$ cat config.mk
export PLATFORM = sky130hd
export DESIGN_NAME = i2c_crc8_framed_transfer
export DESIGN_NICKNAME = d
export VERILOG_FILES = /design/src/hdl/ic8_pkg.sv /design/src/hdl/i2c_crc8_framed_transfer.sv /design/src/hdl/ic8_datapath.sv /design/src/hdl/ic8_ctrl.sv
export VERILOG_INCLUDE_DIRS = /design/src /design/src/hdl
export SDC_FILE = /design/constraint.sdc
export NUM_CORES = 1
export LEC_CHECK = 0
export ABC_AREA = 1
export BUFFER_PORTS_ARGS = -buffer_cell sky130_fd_sc_hd__buf_2
export CAP_MARGIN = 15
export CORE_MARGIN = 1.5
export CORE_UTILIZATION = 50
export DETAILED_ROUTE_END_ITERATION = 7
export HOLD_SLACK_MARGIN = 0.03
export PLACE_DENSITY = 0.67
export RECOVER_POWER = 100
export SLEW_MARGIN = 0
export SYNTH_ARGS = -nofsm -noshare
export SYNTH_HDL_FRONTEND = slang
export SYNTH_SLANG_ARGS = --single-unit
$ cat constraint.sdc
create_clock -name clk -period 4.54 [get_ports clk]
set_input_delay 0.454 -clock clk [delete_from_list [all_inputs] [get_ports clk]]
set_output_delay 0.454 -clock clk [all_outputs]
set_load 0.02 [all_outputs]
$ cat src/hdl/i2c_crc8_framed_transfer_assert.svh
// Assertion macros shared by the modules of the I2C CRC-8 transfer sequencer.
// Each macro expects signals named clk and arst_n in the scope where it is used.
`ifndef I2C_CRC8_FRAMED_TRANSFER_ASSERT_SVH
`define I2C_CRC8_FRAMED_TRANSFER_ASSERT_SVH

// Consequent must hold in the same cycle as the antecedent.
`define IC8_ASSERT_NOW(lbl, ante, cons, msg) \
	lbl: assert property (@(posedge clk) disable iff (!arst_n) (ante) |-> (cons)) \
		else $error(msg);

// Consequent must hold in the cycle after the antecedent.
`define IC8_ASSERT_NEXT(lbl, ante, cons, msg) \
	lbl: assert property (@(posedge clk) disable iff (!arst_n) (ante) |=> (cons)) \
		else $error(msg);

`endif

$ cat src/hdl/ic8_pkg.sv
// Package of the I2C CRC-8 transfer sequencer: codes, control and status structs, CRC function.
// Used by ic8_ctrl, ic8_datapath and the top level; depends on nothing.
`timescale 1ns / 1ps

package ic8_pkg;

	localparam int MAX_READ_LEN = 16;
	localparam int BUF_AW = (MAX_READ_LEN > 1) ? $clog2(MAX_READ_LEN) : 1;
	localparam int KW = BUF_AW + 1;

	localparam logic [7:0] CRC_POLY = 8'h07;
	localparam logic [7:0] CRC_MSB = 8'h80;

	typedef enum logic [2:0] {
		CMD_WR_BEGIN = 3'd0,
		CMD_WR_BYTE  = 3'd1,
		CMD_RD_BEGIN = 3'd2,
		CMD_RX_BYTE  = 3'd3,
		CMD_NACK     = 3'd4
	} cmd_t;

	typedef enum logic [2:0] {
		ACT_START     = 3'd0,
		ACT_SEND      = 3'd1,
		ACT_RECV_ACK  = 3'd2,
		ACT_RECV_NACK = 3'd3,
		ACT_STOP      = 3'd4,
		ACT_DATA      = 3'd5,
		ACT_STATUS    = 3'd6
	} act_t;

	typedef enum logic [1:0] {
		STS_OK   = 2'd0,
		STS_NACK = 2'd1,
		STS_CRC  = 2'd2,
		STS_REJ  = 2'd3
	} sts_t;

	typedef enum logic [1:0] {
		MODE_IDLE = 2'd0,
		MODE_WR   = 2'd1,
		MODE_RD   = 2'd2
	} mode_t;

	typedef enum logic [2:0] {
		VAL_ZERO  = 3'd0,
		VAL_WADDR = 3'd1,
		VAL_RADDR = 3'd2,
		VAL_REG   = 3'd3,
		VAL_DATA  = 3'd4,
		VAL_CRC   = 3'd5,
		VAL_RBUF  = 3'd6
	} val_sel_t;

	typedef enum logic [3:0] {
		ST_IDLE,
		ST_DECODE,
		ST_START,
		ST_SEND_WA,
		ST_SEND_REG,
		ST_RESTART,
		ST_SEND_RA,
		ST_RECV,
		ST_WDATA,
		ST_WCRC,
		ST_STOP,
		ST_DATA,
		ST_STAT_OK,
		ST_STAT_NACK,
		ST_STAT_CRC,
		ST_STAT_REJ
	} state_t;

	// Commands from the controller to the datapath.
	typedef struct packed {
		logic     load;
		logic     set_wr;
		logic     set_rd;
		logic     go_idle;
		logic     seed_waddr;
		logic     seed_reg;
		logic     seed_raddr;
		logic     wr_byte;
		logic     rx_byte;
		logic     rd_first;
		logic     rd_next;
		val_sel_t val_sel;
	} ic8_ctl_t;

	// Status from the datapath to the controller.
	typedef struct packed {
		logic [2:0] cmd;
		mode_t      mode;
		logic       crc_on;
		logic       len_ok;
		logic       lastb;
		logic       cnt_zero;
		logic       more_recv;
		logic       recv_nack;
		logic       crc_bad;
		logic       data_last;
	} ic8_stat_t;

	// CRC-8, polynomial 0x07, MSB first, no reflection, no final xor.
	function automatic logic [7:0] crc8(input logic [7:0] seed, input logic [7:0] b);
		logic [7:0] c;
		c = seed ^ b;
		for (int k = 0; k < 8; k++) begin
			if ((c & CRC_MSB) != 8'h00) begin
				c = (c << 1) ^ CRC_POLY;
			end else begin
				c = c << 1;
			end
		end
		return c;
	endfunction

endpackage

$ cat src/hdl/i2c_crc8_framed_transfer.sv
// An accepted item is decoded first, then gives one result beat per cycle, 0 to 18 results
// in all; busy stays high through its last beat, and only then is the next item taken.
// The controller emits every beat itself; the receiver cannot stall it.
// Reset (arst_n low, asynchronous) returns to idle with crc_on = 1 and no transfer open;
// the read buffer is not cleared, as every entry is written before it is read.
// Top level of the I2C CRC-8 transfer sequencer; depends on ic8_pkg, ic8_ctrl, ic8_datapath.
`timescale 1ns / 1ps

module i2c_crc8_framed_transfer import ic8_pkg::*; (
	input  logic       clk,
	input  logic       arst_n,
	// Command channel: a beat is taken when start is high and busy is low.
	input  logic       start,
	output logic       busy,
	input  logic [2:0] cmd,
	input  logic [6:0] dev_addr,
	input  logic [7:0] reg_addr,
	input  logic [7:0] data,
	input  logic [4:0] read_len,
	input  logic       last_byte,
	// Configuration channel for the crc_on register.
	input  logic       cfg_valid,
	output logic       cfg_ready,
	input  logic       cfg_data,
	// Result channel: one beat per cycle while strobe is high.
	output logic       strobe,
	output logic [2:0] action,
	output logic [7:0] value,
	output logic [1:0] status,
	output logic       last
);

	// The controller owns sequencing; the datapath holds the item fields, the transfer
	// state (mode, byte count, CRC seed, pair byte, CRC error flag) and the read buffer.
	ic8_ctl_t  ctl;
	ic8_stat_t stat;
	act_t      act_w;
	sts_t      sts_w;

	// The register may only change while no item is being worked on, so writes are
	// taken while the controller is idle.
	assign cfg_ready = !busy;

	ic8_ctrl u_ctrl (
		.clk    (clk),
		.arst_n (arst_n),
		.start  (start),
		.stat   (stat),
		.ctl    (ctl),
		.busy   (busy),
		.strobe (strobe),
		.action (act_w),
		.status (sts_w),
		.last   (last)
	);

	ic8_datapath u_datapath (
		.clk       (clk),
		.arst_n    (arst_n),
		.cfg_we    (cfg_valid && cfg_ready),
		.cfg_data  (cfg_data),
		.cmd       (cmd),
		.dev_addr  (dev_addr),
		.reg_addr  (reg_addr),
		.data      (data),
		.read_len  (read_len),
		.last_byte (last_byte),
		.ctl       (ctl),
		.stat      (stat),
		.value     (value)
	);

	assign action = act_w;
	assign status = sts_w;

endmodule

$ cat src/hdl/ic8_datapath.sv
// Datapath of the I2C CRC-8 transfer sequencer: item registers, transfer state, CRC unit
// and read buffer. Depends on ic8_pkg; driven by ic8_ctrl.
`timescale 1ns / 1ps

module ic8_datapath import ic8_pkg::*; (
	input  logic       clk,
	input  logic       arst_n,
	input  logic       cfg_we,
	input  logic       cfg_data,
	input  logic [2:0] cmd,
	input  logic [6:0] dev_addr,
	input  logic [7:0] reg_addr,
	input  logic [7:0] data,
	input  logic [4:0] read_len,
	input  logic       last_byte,
	input  ic8_ctl_t   ctl,
	output ic8_stat_t  stat,
	output logic [7:0] value
);

	// Latched item fields.
	logic [2:0] cmd_q;
	logic [6:0] dev_q;
	logic [7:0] reg_q;
	logic [7:0] data_q;
	logic [4:0] rlen_q;
	logic       lastb_q;

	// Transfer state.
	logic          crc_on_q;
	mode_t         mode_q;
	logic [7:0]    seed_q;
	logic [5:0]    bc_q;
	logic [4:0]    xfer_q;
	logic [7:0]    pair_q;
	logic          crc_bad_q;
	logic [7:0]    crc_val_q;
	logic [KW-1:0] k_q;
	logic [7:0]    rdata_q;

	logic [7:0] rbuf [MAX_READ_LEN];

	logic [7:0]        waddr, raddr;
	logic [5:0]        cnt_next, total, wr_idx;
	logic [6:0]        bc_inc;
	logic [7:0]        crc_seed_in, crc_byte_in, crc_out;
	logic              buf_we;
	logic [KW-1:0]     k_inc;
	logic [BUF_AW-1:0] rd_addr;

	assign waddr = {dev_q, 1'b0};
	assign raddr = {dev_q, 1'b1};
	assign cnt_next = (bc_q == 6'd63) ? bc_q : bc_q + 6'd1;
	assign bc_inc = {1'b0, bc_q} + 7'd1;
	assign total = crc_on_q ? {xfer_q, 1'b0} : {1'b0, xfer_q};
	assign wr_idx = crc_on_q ? {1'b0, bc_q[5:1]} : bc_q;
	assign buf_we = ctl.rx_byte && (!crc_on_q || !bc_q[0]) && (wr_idx < 6'(MAX_READ_LEN));
	assign k_inc = k_q + 1'b1;
	assign rd_addr = ctl.rd_first ? '0 : k_inc[BUF_AW-1:0];

	// One CRC unit shared by the seed steps, the write CRC and the read check.
	always_comb begin
		crc_seed_in = 8'h00;
		crc_byte_in = data_q;
		if (ctl.seed_waddr) begin
			crc_byte_in = waddr;
		end else if (ctl.seed_reg) begin
			crc_seed_in = seed_q;
			crc_byte_in = reg_q;
		end else if (ctl.seed_raddr) begin
			crc_byte_in = raddr;
		end else if (ctl.wr_byte) begin
			crc_seed_in = (bc_q == 6'd0) ? seed_q : 8'h00;
		end else begin
			crc_seed_in = (bc_q == 6'd1) ? seed_q : 8'h00;
			crc_byte_in = pair_q;
		end
	end
	assign crc_out = crc8(crc_seed_in, crc_byte_in);

	always_ff @(posedge clk) begin
		if (ctl.load) begin
			cmd_q <= cmd;
			dev_q <= dev_addr;
			reg_q <= reg_addr;
			data_q <= data;
			rlen_q <= read_len;
			lastb_q <= last_byte;
		end
		if (ctl.wr_byte) begin
			crc_val_q <= crc_out;
		end
	end

	always_ff @(posedge clk or negedge arst_n) begin
		if (!arst_n) begin
			crc_on_q <= 1'b1;
			mode_q <= MODE_IDLE;
			seed_q <= 8'h00;
			bc_q <= 6'd0;
			xfer_q <= 5'd0;
			pair_q <= 8'h00;
			crc_bad_q <= 1'b0;
			k_q <= '0;
		end else begin
			if (cfg_we) begin
				crc_on_q <= cfg_data;
			end
			if (ctl.set_wr) begin
				mode_q <= MODE_WR;
				bc_q <= 6'd0;
			end
			if (ctl.set_rd) begin
				mode_q <= MODE_RD;
				xfer_q <= rlen_q;
				bc_q <= 6'd0;
				crc_bad_q <= 1'b0;
				pair_q <= 8'h00;
			end
			if (ctl.go_idle) begin
				mode_q <= MODE_IDLE;
			end
			if (ctl.seed_waddr || ctl.seed_reg || ctl.seed_raddr) begin
				seed_q <= crc_out;
			end
			if (ctl.wr_byte) begin
				bc_q <= cnt_next;
			end
			if (ctl.rx_byte) begin
				bc_q <= cnt_next;
				if (crc_on_q && !bc_q[0]) begin
					pair_q <= data_q;
				end
				if (crc_on_q && bc_q[0] && (crc_out != data_q)) begin
					crc_bad_q <= 1'b1;
				end
			end
			if (ctl.rd_first) begin
				k_q <= '0;
			end else if (ctl.rd_next) begin
				k_q <= k_inc;
			end
		end
	end

	// Read buffer: one write port, one registered read port.
	always_ff @(posedge clk) begin
		if (buf_we) begin
			rbuf[wr_idx[BUF_AW-1:0]] <= data_q;
		end
		if (ctl.rd_first || ctl.rd_next) begin
			rdata_q <= rbuf[rd_addr];
		end
	end

	always_comb begin
		case (ctl.val_sel)
			VAL_WADDR: value = waddr;
			VAL_RADDR: value = raddr;
			VAL_REG:   value = reg_q;
			VAL_DATA:  value = data_q;
			VAL_CRC:   value = crc_val_q;
			VAL_RBUF:  value = rdata_q;
			default:   value = 8'h00;
		endcase
	end

	assign stat.cmd = cmd_q;
	assign stat.mode = mode_q;
	assign stat.crc_on = crc_on_q;
	assign stat.len_ok = (rlen_q != 5'd0) && ({1'b0, rlen_q} <= 6'(MAX_READ_LEN));
	assign stat.lastb = lastb_q;
	assign stat.cnt_zero = (bc_q == 6'd0);
	assign stat.more_recv = (cnt_next < total);
	assign stat.recv_nack = (bc_inc >= {1'b0, total});
	assign stat.crc_bad = crc_bad_q;
	assign stat.data_last = ((6'(k_q) + 6'd1) == {1'b0, xfer_q});

endmodule

$ cat src/hdl/ic8_ctrl.sv
// Controller of the I2C CRC-8 transfer sequencer: decodes each item and steps through
// the result beats. Depends on ic8_pkg and the assertion macro header.
`timescale 1ns / 1ps
`include "i2c_crc8_framed_transfer_assert.svh"

module ic8_ctrl import ic8_pkg::*; (
	input  logic      clk,
	input  logic      arst_n,
	input  logic      start,
	input  ic8_stat_t stat,
	output ic8_ctl_t  ctl,
	output logic      busy,
	output logic      strobe,
	output act_t      action,
	output sts_t      status,
	output logic      last
);

	state_t state_q, state_d;
	logic   nack_ignored;

	assign nack_ignored = stat.crc_on &&
		((stat.mode == MODE_RD) || ((stat.mode == MODE_WR) && stat.cnt_zero));

	always_ff @(posedge clk or negedge arst_n) begin
		if (!arst_n) begin
			state_q <= ST_IDLE;
		end else begin
			state_q <= state_d;
		end
	end

	always_comb begin
		state_d = state_q;
		ctl = '0;
		ctl.val_sel = VAL_ZERO;
		strobe = 1'b0;
		action = ACT_START;
		status = STS_OK;
		last = 1'b0;
		busy = (state_q != ST_IDLE);
		case (state_q)
			ST_IDLE: begin
				if (start) begin
					ctl.load = 1'b1;
					state_d = ST_DECODE;
				end
			end
			ST_DECODE: begin
				state_d = ST_IDLE;
				case (stat.cmd)
					CMD_WR_BEGIN: begin
						if (stat.mode != MODE_IDLE) begin
							state_d = ST_STAT_REJ;
						end else begin
							ctl.set_wr = 1'b1;
							state_d = ST_START;
						end
					end
					CMD_RD_BEGIN: begin
						if ((stat.mode != MODE_IDLE) || !stat.len_ok) begin
							state_d = ST_STAT_REJ;
						end else begin
							ctl.set_rd = 1'b1;
							state_d = ST_START;
						end
					end
					CMD_WR_BYTE: begin
						if (stat.mode == MODE_WR) begin
							state_d = ST_WDATA;
						end
					end
					CMD_RX_BYTE: begin
						if (stat.mode == MODE_RD) begin
							ctl.rx_byte = 1'b1;
							state_d = stat.more_recv ? ST_RECV : ST_STOP;
						end
					end
					CMD_NACK: begin
						if ((stat.mode != MODE_IDLE) && !nack_ignored) begin
							state_d = ST_STOP;
						end
					end
					default: state_d = ST_IDLE;
				endcase
			end
			ST_START: begin
				strobe = 1'b1;
				action = ACT_START;
				ctl.seed_waddr = (stat.cmd == CMD_WR_BEGIN);
				state_d = ST_SEND_WA;
			end
			ST_SEND_WA: begin
				strobe = 1'b1;
				action = ACT_SEND;
				ctl.val_sel = VAL_WADDR;
				state_d = ST_SEND_REG;
			end
			ST_SEND_REG: begin
				strobe = 1'b1;
				action = ACT_SEND;
				ctl.val_sel = VAL_REG;
				if (stat.cmd == CMD_WR_BEGIN) begin
					ctl.seed_reg = 1'b1;
					last = 1'b1;
					state_d = ST_IDLE;
				end else begin
					state_d = ST_RESTART;
				end
			end
			ST_RESTART: begin
				strobe = 1'b1;
				action = ACT_START;
				state_d = ST_SEND_RA;
			end
			ST_SEND_RA: begin
				strobe = 1'b1;
				action = ACT_SEND;
				ctl.val_sel = VAL_RADDR;
				ctl.seed_raddr = 1'b1;
				state_d = ST_RECV;
			end
			ST_RECV: begin
				strobe = 1'b1;
				action = stat.recv_nack ? ACT_RECV_NACK : ACT_RECV_ACK;
				last = 1'b1;
				state_d = ST_IDLE;
			end
			ST_WDATA: begin
				strobe = 1'b1;
				action = ACT_SEND;
				ctl.val_sel = VAL_DATA;
				ctl.wr_byte = 1'b1;
				if (stat.crc_on) begin
					state_d = ST_WCRC;
				end else if (stat.lastb) begin
					state_d = ST_STOP;
				end else begin
					last = 1'b1;
					state_d = ST_IDLE;
				end
			end
			ST_WCRC: begin
				strobe = 1'b1;
				action = ACT_SEND;
				ctl.val_sel = VAL_CRC;
				if (stat.lastb) begin
					state_d = ST_STOP;
				end else begin
					last = 1'b1;
					state_d = ST_IDLE;
				end
			end
			ST_STOP: begin
				strobe = 1'b1;
				action = ACT_STOP;
				case (stat.cmd)
					CMD_WR_BYTE: state_d = ST_STAT_OK;
					CMD_RX_BYTE: begin
						if (stat.crc_on && stat.crc_bad) begin
							state_d = ST_STAT_CRC;
						end else begin
							ctl.rd_first = 1'b1;
							state_d = ST_DATA;
						end
					end
					default: state_d = ST_STAT_NACK;
				endcase
			end
			ST_DATA: begin
				strobe = 1'b1;
				action = ACT_DATA;
				ctl.val_sel = VAL_RBUF;
				ctl.rd_next = 1'b1;
				if (stat.data_last) begin
					state_d = ST_STAT_OK;
				end
			end
			ST_STAT_OK: begin
				strobe = 1'b1;
				action = ACT_STATUS;
				status = STS_OK;
				ctl.go_idle = 1'b1;
				last = 1'b1;
				state_d = ST_IDLE;
			end
			ST_STAT_NACK: begin
				strobe = 1'b1;
				action = ACT_STATUS;
				status = STS_NACK;
				ctl.go_idle = 1'b1;
				last = 1'b1;
				state_d = ST_IDLE;
			end
			ST_STAT_CRC: begin
				strobe = 1'b1;
				action = ACT_STATUS;
				status = STS_CRC;
				ctl.go_idle = 1'b1;
				last = 1'b1;
				state_d = ST_IDLE;
			end
			ST_STAT_REJ: begin
				strobe = 1'b1;
				action = ACT_STATUS;
				status = STS_REJ;
				last = 1'b1;
				state_d = ST_IDLE;
			end
			default: state_d = ST_IDLE;
		endcase
	end

	`IC8_ASSERT_NOW(a_strobe_busy, strobe, busy, "result beat while the sequencer is idle")
	`IC8_ASSERT_NEXT(a_accept_decode, start && !busy, (state_q == ST_DECODE) && !strobe, "accepted item not decoded")
	`IC8_ASSERT_NOW(a_last_strobe, last, strobe, "last flag without a result beat")
	`IC8_ASSERT_NEXT(a_final_idle, strobe && last, !busy, "sequencer still busy after the final beat")

endmodule

; ---- Yosys cells after proc, flatten, opt, wreduce, memory -nomap -nowiden
; Memories as Yosys holds them, arrays and structs flattened. A register that Yosys moved wholly into a read port is not among the register bits.
; Cells that the tools add are included.
[classes]
addsub = 4
order_cmp = 4
n_eq_ne = 33
mux = 83
n_bitwise = 9
reduce_logical = 37
[ops]
columns = op, count
row1 = $mux 8, 13
row2 = $pmux 4 s12, 1
row3 = $pmux 8 s6, 1
row4 = $mux 4, 11
row5 = $mux 6, 7
row6 = $eq 4x4->1 const B, 8
row7 = $mux 3, 10
row8 = $mux 1, 28
row9 = $not 3->3, 8
row10 = $pmux 4 s5, 1
row11 = $pmux 3 s6, 1
row12 = $eq 4x3->1 const B, 4
row13 = $pmux 3 s5, 1
row14 = $reduce_or 14->1, 1
row15 = $eq 3x2->1 const B, 4
row16 = $eq 3x3->1 const B, 4
row17 = $logic_and 1x1->1, 11
row18 = $mux 5, 2
row19 = $reduce_or 5->1, 2
row20 = $eq 4x2->1 const B, 2
row21 = $mux 2, 4
row22 = $ne 8x8->1, 1
row23 = $reduce_bool 4->1, 2
row24 = $xor 8x8->8, 1
row25 = 30 further kinds, 42
[totals]
regBits = 80
ram_bits = 128
word_cells = 187
mem_count = 1
[memory_table]
columns = memory, depth, width, read_ports, rd_clocked_by_memory_dff, write_ports, line
row1 = u_datapath.rbuf, 16, 8, 1, 1, 1, ic8_datapath.sv:41  ; logic [7:0] rbuf [MAX_READ_LEN];

; ---- Longest topological paths before layout
[logic_depth]
ltp_word = 27
mapped_depth = 24
mapped_depth_nobuf = 23

; ---- Modules after synthesis
; From an unflattened synthesis, not the netlist that was laid out.
[hier_totals]
cells_unflattened = 1107
hier_area_um2 = 10661.5
[by_module_without_submodules]
columns = module, n_inst, cells_per_inst, area_each_um2, seq_area_each_um2
row1 = ic8_datapath, 1, 962, 9938.3, 6187.2
row2 = ic8_ctrl, 1, 142, 709.4, 100.1
row3 = i2c_crc8_framed_transfer, 1, 3, 13.8, 0.0

; ---- Worst setup path before layout
; OpenSTA, ideal clock, no wires.
[synth_timing]
path_kind = register to register
from = register u_ctrl.state_q[1]
to = register u_datapath.cmd_q[0] (enable)
setup_ps = 421
t_arrival_ps = 2744
required_ps = 4119
setup_slack_ps = 1375
stages_incl_launch_ff = 7
period_less_slack_ps = 3165
cell_sequence = dfrtp_1 > buf_2 > inv_2 > nand2_2 > nor2_1 > inv_1 > nor2_1
[synth_lines]
columns = item, line
row1 = from (decl), ic8_ctrl.sv:19  ; state_t state_q, state_d;
row2 = from (signal assigned), ic8_ctrl.sv:29  ; state_q <= state_d;
row3 = to (signal assigned), ic8_datapath.sv:83  ; cmd_q <= cmd;
row4 = to (decl), ic8_datapath.sv:22  ; logic [2:0] cmd_q;

; ---- Worst setup path in the final report
[layout_timing]
from = register u_ctrl.state_q[1]
to = register u_datapath.crc_bad_q
[layout_between]
elab_chain_cells = 16
word_cells_on_any_way = 41
[layout_lines]
columns = item, line
row1 = $eq 4x4->1, ic8_ctrl.sv:42  ; case (state_q)
row2 = $mux 1, ic8_ctrl.sv:42
row3 = $mux 8, ic8_datapath.sv:72  ; end else if (ctl.wr_byte) begin
row4 = $mux 8, ic8_datapath.sv:70  ; end else if (ctl.seed_raddr) begin
row5 = $mux 8, ic8_datapath.sv:67  ; end else if (ctl.seed_reg) begin
row6 = $mux 8, ic8_datapath.sv:65  ; if (ctl.seed_waddr) begin
row7 = $xor 8x8->8, ic8_pkg.sv:107  ; c = seed ^ b;
row8 = $not 3->3 (no source line) or $mux 3 (tied branches), n/a
row9 = $mux 3 or $not 3->3 (tied branches), n/a
row10 = $not 3->3 (no source line) or $mux 3 (tied branches), n/a
row11 = $mux 3 or $not 3->3 (tied branches), n/a
row12 = $mux 3, ic8_pkg.sv:109  ; if ((c & CRC_MSB) != 8'h00) begin
row13 = $ne 8x8->1, ic8_datapath.sv:134  ; if (crc_on_q && bc_q[0] && (crc_out != data_q)) begin
row14 = $logic_and 1x1->1, ic8_datapath.sv:134
row15 = $mux 1, ic8_datapath.sv:134
row16 = $mux 1 *, ic8_datapath.sv:129  ; if (ctl.rx_byte) begin
row17 = to (signal assigned), ic8_datapath.sv:103  ; crc_bad_q <= 1'b0;
row18 = to (signal assigned), ic8_datapath.sv:117  ; crc_bad_q <= 1'b0;
row19 = to (signal assigned), ic8_datapath.sv:135  ; crc_bad_q <= 1'b1;
row20 = to (decl), ic8_datapath.sv:36  ; logic crc_bad_q;
; Every way passes the cells marked *; elsewhere a longest branch is shown, timed or not.
; A chain may end at the register's enable or synchronous reset.

==> flow_summary.toml <==
[critical_path]
crit_arrival_ps = 4280
cp_common_cell = "nand2_1"
required_ps = 4950
slowest_delay_ps = 1100
crit-reg2reg-launch = "u_ctrl.state_q[1]"
path_class = "flop to flop"
crit_buf_inv = 3
r2r_slack_ps = 670
r2r-end = "u_datapath.crc_bad_q"
critical-path-top-delay-family = "simple AND/OR/NAND/NOR gates"
path_cells = "inv_2 -> nand2_2 -> nor2_1 -> nand2_1 -> nand3_1 -> nand2_4 -> nand3_1 -> clkinv_1 -> nand2_2 -> nand2_4 -> inv_1 -> nand2_1 -> nand2_2 -> nand2_1 -> nand2_1 -> nand2_1 -> nand3_1 -> nand2_1 -> nor2_1 -> nand2_1 -> nand2_1 -> nand2_1"
worstSetupEndpointType = "flop"
crit_fanout = 14
cpMaxStageDelayCell = "nor2_1"
r2r_cells = 22
critPathLaunchType = "flop"

[route]
routed-wl-met2_um = 12400
drt-total-wl_um = 27470
vias = 8164
routed-wl-met3_um = 2310
dr.pass1.iters = 5
drt-met1-wl_um = 11970
top_layer = "met4"
antenna_left = 0
viasPerCell = 5.831
first_iter_violations = 932
drc = 0
avgRoutedWirePerCell_um = 19.62

[sta]
hold_violations = 0
rsz0062_at_grt = "false"
setup-tns-final_ps = 0
fmax_ghz = 0.2585
slew_violations = 97
slew_headroom_pct = -83.16
final.setup_skew_ps = 18.68
tightest_slew_ps = 2737
fin_crit_sh_pct = 85.20
period_minus_slack_ps = 3868
setup_violations = 0
holdWs_ps = 97.17

[grt]
grt_max_degree = 66
grt.overflow.total = 0
grt_usage_pct = 25.44
grt_pass1_wl_um = 43270
antenna_found_initial = 0
grt_pass1_vias = 7814

[floorplan]
fp.coreArea_mm2 = 0.02043
die_h_um = 148.2
initial_utilization_pct = 51.58
rows = 52
io-pin-count = 54
dieArea_mm2 = 0.02196
fp.dieW_um = 148.2

[layout]
layout_common_cells = "nand2_1 (179), edfxtp_1 (176), nor2_1 (161)"
final_common_cell = "nand2_1"
area_growth_pct = 11.64
antenna_cells = 0
drive_above_1_share_pct = 11.77
instances_no_fill = 1400
finalNetCount = 1166

[synthesis]
syn-cell-area_mm2 = 0.01054
avgSynthCellArea_um2 = 9.922
synth_nets = 1114
syn_inst = 1062
synth_seq_cells = 216
ys_types = 48
yosysSeqAreaShare_pct = 59.67
ys_warn_count = 0

[clocking]
cts_tree = "yes"
clock_latency_ps = 530
clk_pin_slew_ps = 60
clockBufferDepth = 3
cts_made_buffers = 23
cts-root-buf = "clkbuf_16"
cts.sinks = 216
htree_levels = 1

[placed_design]
io_buffers = 53
dp.cells = 1357
gp_congestion = 0.9472
hpwl_um = 18310

[hold_path]
hold_path.class = "primary input to flop"
hold_path_depth = 1
min_to = "u_datapath.data_q[5]"
holdCritStartpoint = "data[5]"

[power_and_ir_drop]
vdd_drop_max_v = 0.0005143
cellPowerDensity_mw_per_mm2 = 691.1
p_leak_nw = 4.719

[run]
drv_cap = 3

[status]
status = "complete, but fails checks"
violations = "capacitance limit, slew limit"
## report_power, final
part | internal [W] | switching (W) | leakage, nW
Sequential | 0.00253 | 0.000276 | 2.11
Clock | 0.00110 | 0.000767 | 0.371
Combinational | 0.00105 | 0.00241 | 2.24
## synthesized netlist by cell type (all sizes together)
library cell / n / share of area, %
clkbuf: 26 / 0.93
and2: 1 / 0.083
buf: 9 / 0.46
nor3: 6 / 0.33
a31oi: 6 / 0.36
clkinv: 3 / 0.11
nor2: 171 / 6.7
a21boi: 1 / 0.071
o41ai: 1 / 0.083
nand4: 8 / 0.47
nand3: 80 / 4.1
nor4: 1 / 0.059
a211o: 1 / 0.083
o211ai: 5 / 0.36
mux2: 1 / 0.11
o21a: 2 / 0.14
o31a: 1 / 0.083
a21oi: 21 / 1.0
o221ai: 29 / 2.4
dfstp: 1 / 0.25
xor2: 9 / 0.89
inv: 101 / 3.6
o22ai: 17 / 1.0
o311ai: 2 / 0.17
o31ai: 2 / 0.14
xnor2: 2 / 0.17
o21ai: 98 / 4.7
nand2: 206 / 8.4
edfxtp: 176 / 50
o2111ai: 4 / 0.33
nand3b: 4 / 0.28
ha: 15 / 1.8
or2: 4 / 0.24
a221oi: 7 / 0.58
mux2i: 2 / 0.19
dfrtp: 39 / 9.3
## kinds of logic after synthesis
| family | after synthesis | synth area share (%) |
|---|---|---|
| and+or+nand+nor | 481 | 20.64 |
| DFF | 216 | 59.67 |
| AOI/OAI and AO/OA | 197 | 11.47 |
| buffers and inverters | 139 | 5.094 |
| adders and majority gates | 15 | 1.781 |
| xor gates and xnor gates | 11 | 1.057 |
| muxes | 3 | 0.2968 |
## sequential cells by signal (all words and copies together) (netlist names), 6 cells and up
register / flops
u_datapath.pair_q: 8
u_datapath.data_q: 8
u_datapath.dev_q: 7
u_datapath.rdata_q: 8
u_datapath.bc_q: 6
u_datapath.crc_val_q: 8
u_datapath.reg_q: 8
u_datapath.rbuf: 128
u_datapath.seed_q: 8
## how the worst max path moves through the flow
stage / endpoint / cells after the start / start / slack [ps]
6_report: u_datapath.crc_bad_q / 22 / u_ctrl.state_q[1] / 670
5_1_grt: u_datapath.crc_bad_q / 22 / u_ctrl.state_q[1] / 380
4_1_cts: action[0] / 11 / u_datapath.crc_on_q / 950
3_5_place_dp: u_datapath.crc_bad_q / 20 / u_ctrl.state_q[2] / 1340
3_3_place_gp: u_datapath.crc_bad_q / 20 / u_ctrl.state_q[2] / 1400
2_1_floorplan: u_datapath.cmd_q[0] / 6 / u_ctrl.state_q[1] / 1370
## routing by layer
layer | vias to the layer above | GRT usage (%)
met5 | - | 0
met3 | 51 | 3.988
met4 | 0 | 8.218
met2 | 394 | 38.29
met1 | 3909 | 37.99
li1 | 3810 | -
## layout make-up
type	count	area, um^2
clock buffers	32	639.4
inverters	104	390.4
well taps	270	337.8
repair buffers	62	306.5
multi-input cells	707	3694
clock inverters	9	108.9
fillers	1784	8666
flip-flops and latches	216	6287
## per-stage QoR
| stage | area, um^2 | util, % | total power, W | setup slack (ps) |
|---|---|---|---|---|
| floorplan | 10540 | - | 0.005328 | 1375 |
| global placement | 11070 | 54.18 | 0.006229 | 1404 |
| detailed placement | 11070 | 54.18 | 0.006283 | 1345 |
| CTS | 11820 | 57.85 | 0.008173 | 951.0 |
| global route | 11760 | 57.58 | 0.008664 | 380.8 |
| finish | 11760 | 57.58 | 0.008130 | 672.1 |
## repair_timing
| action | in CTS | in global routing |
|---|---|---|
| endpoints found under the hold margin | 0 | 11 |
| setup buffers | 0 | 0 |
| resized for setup | 0 | 0 |
| setup endpoints to repair | 0 | 0 |
| hold buffers | 0 | 1 |
Power figures use the tool's default switching activity.
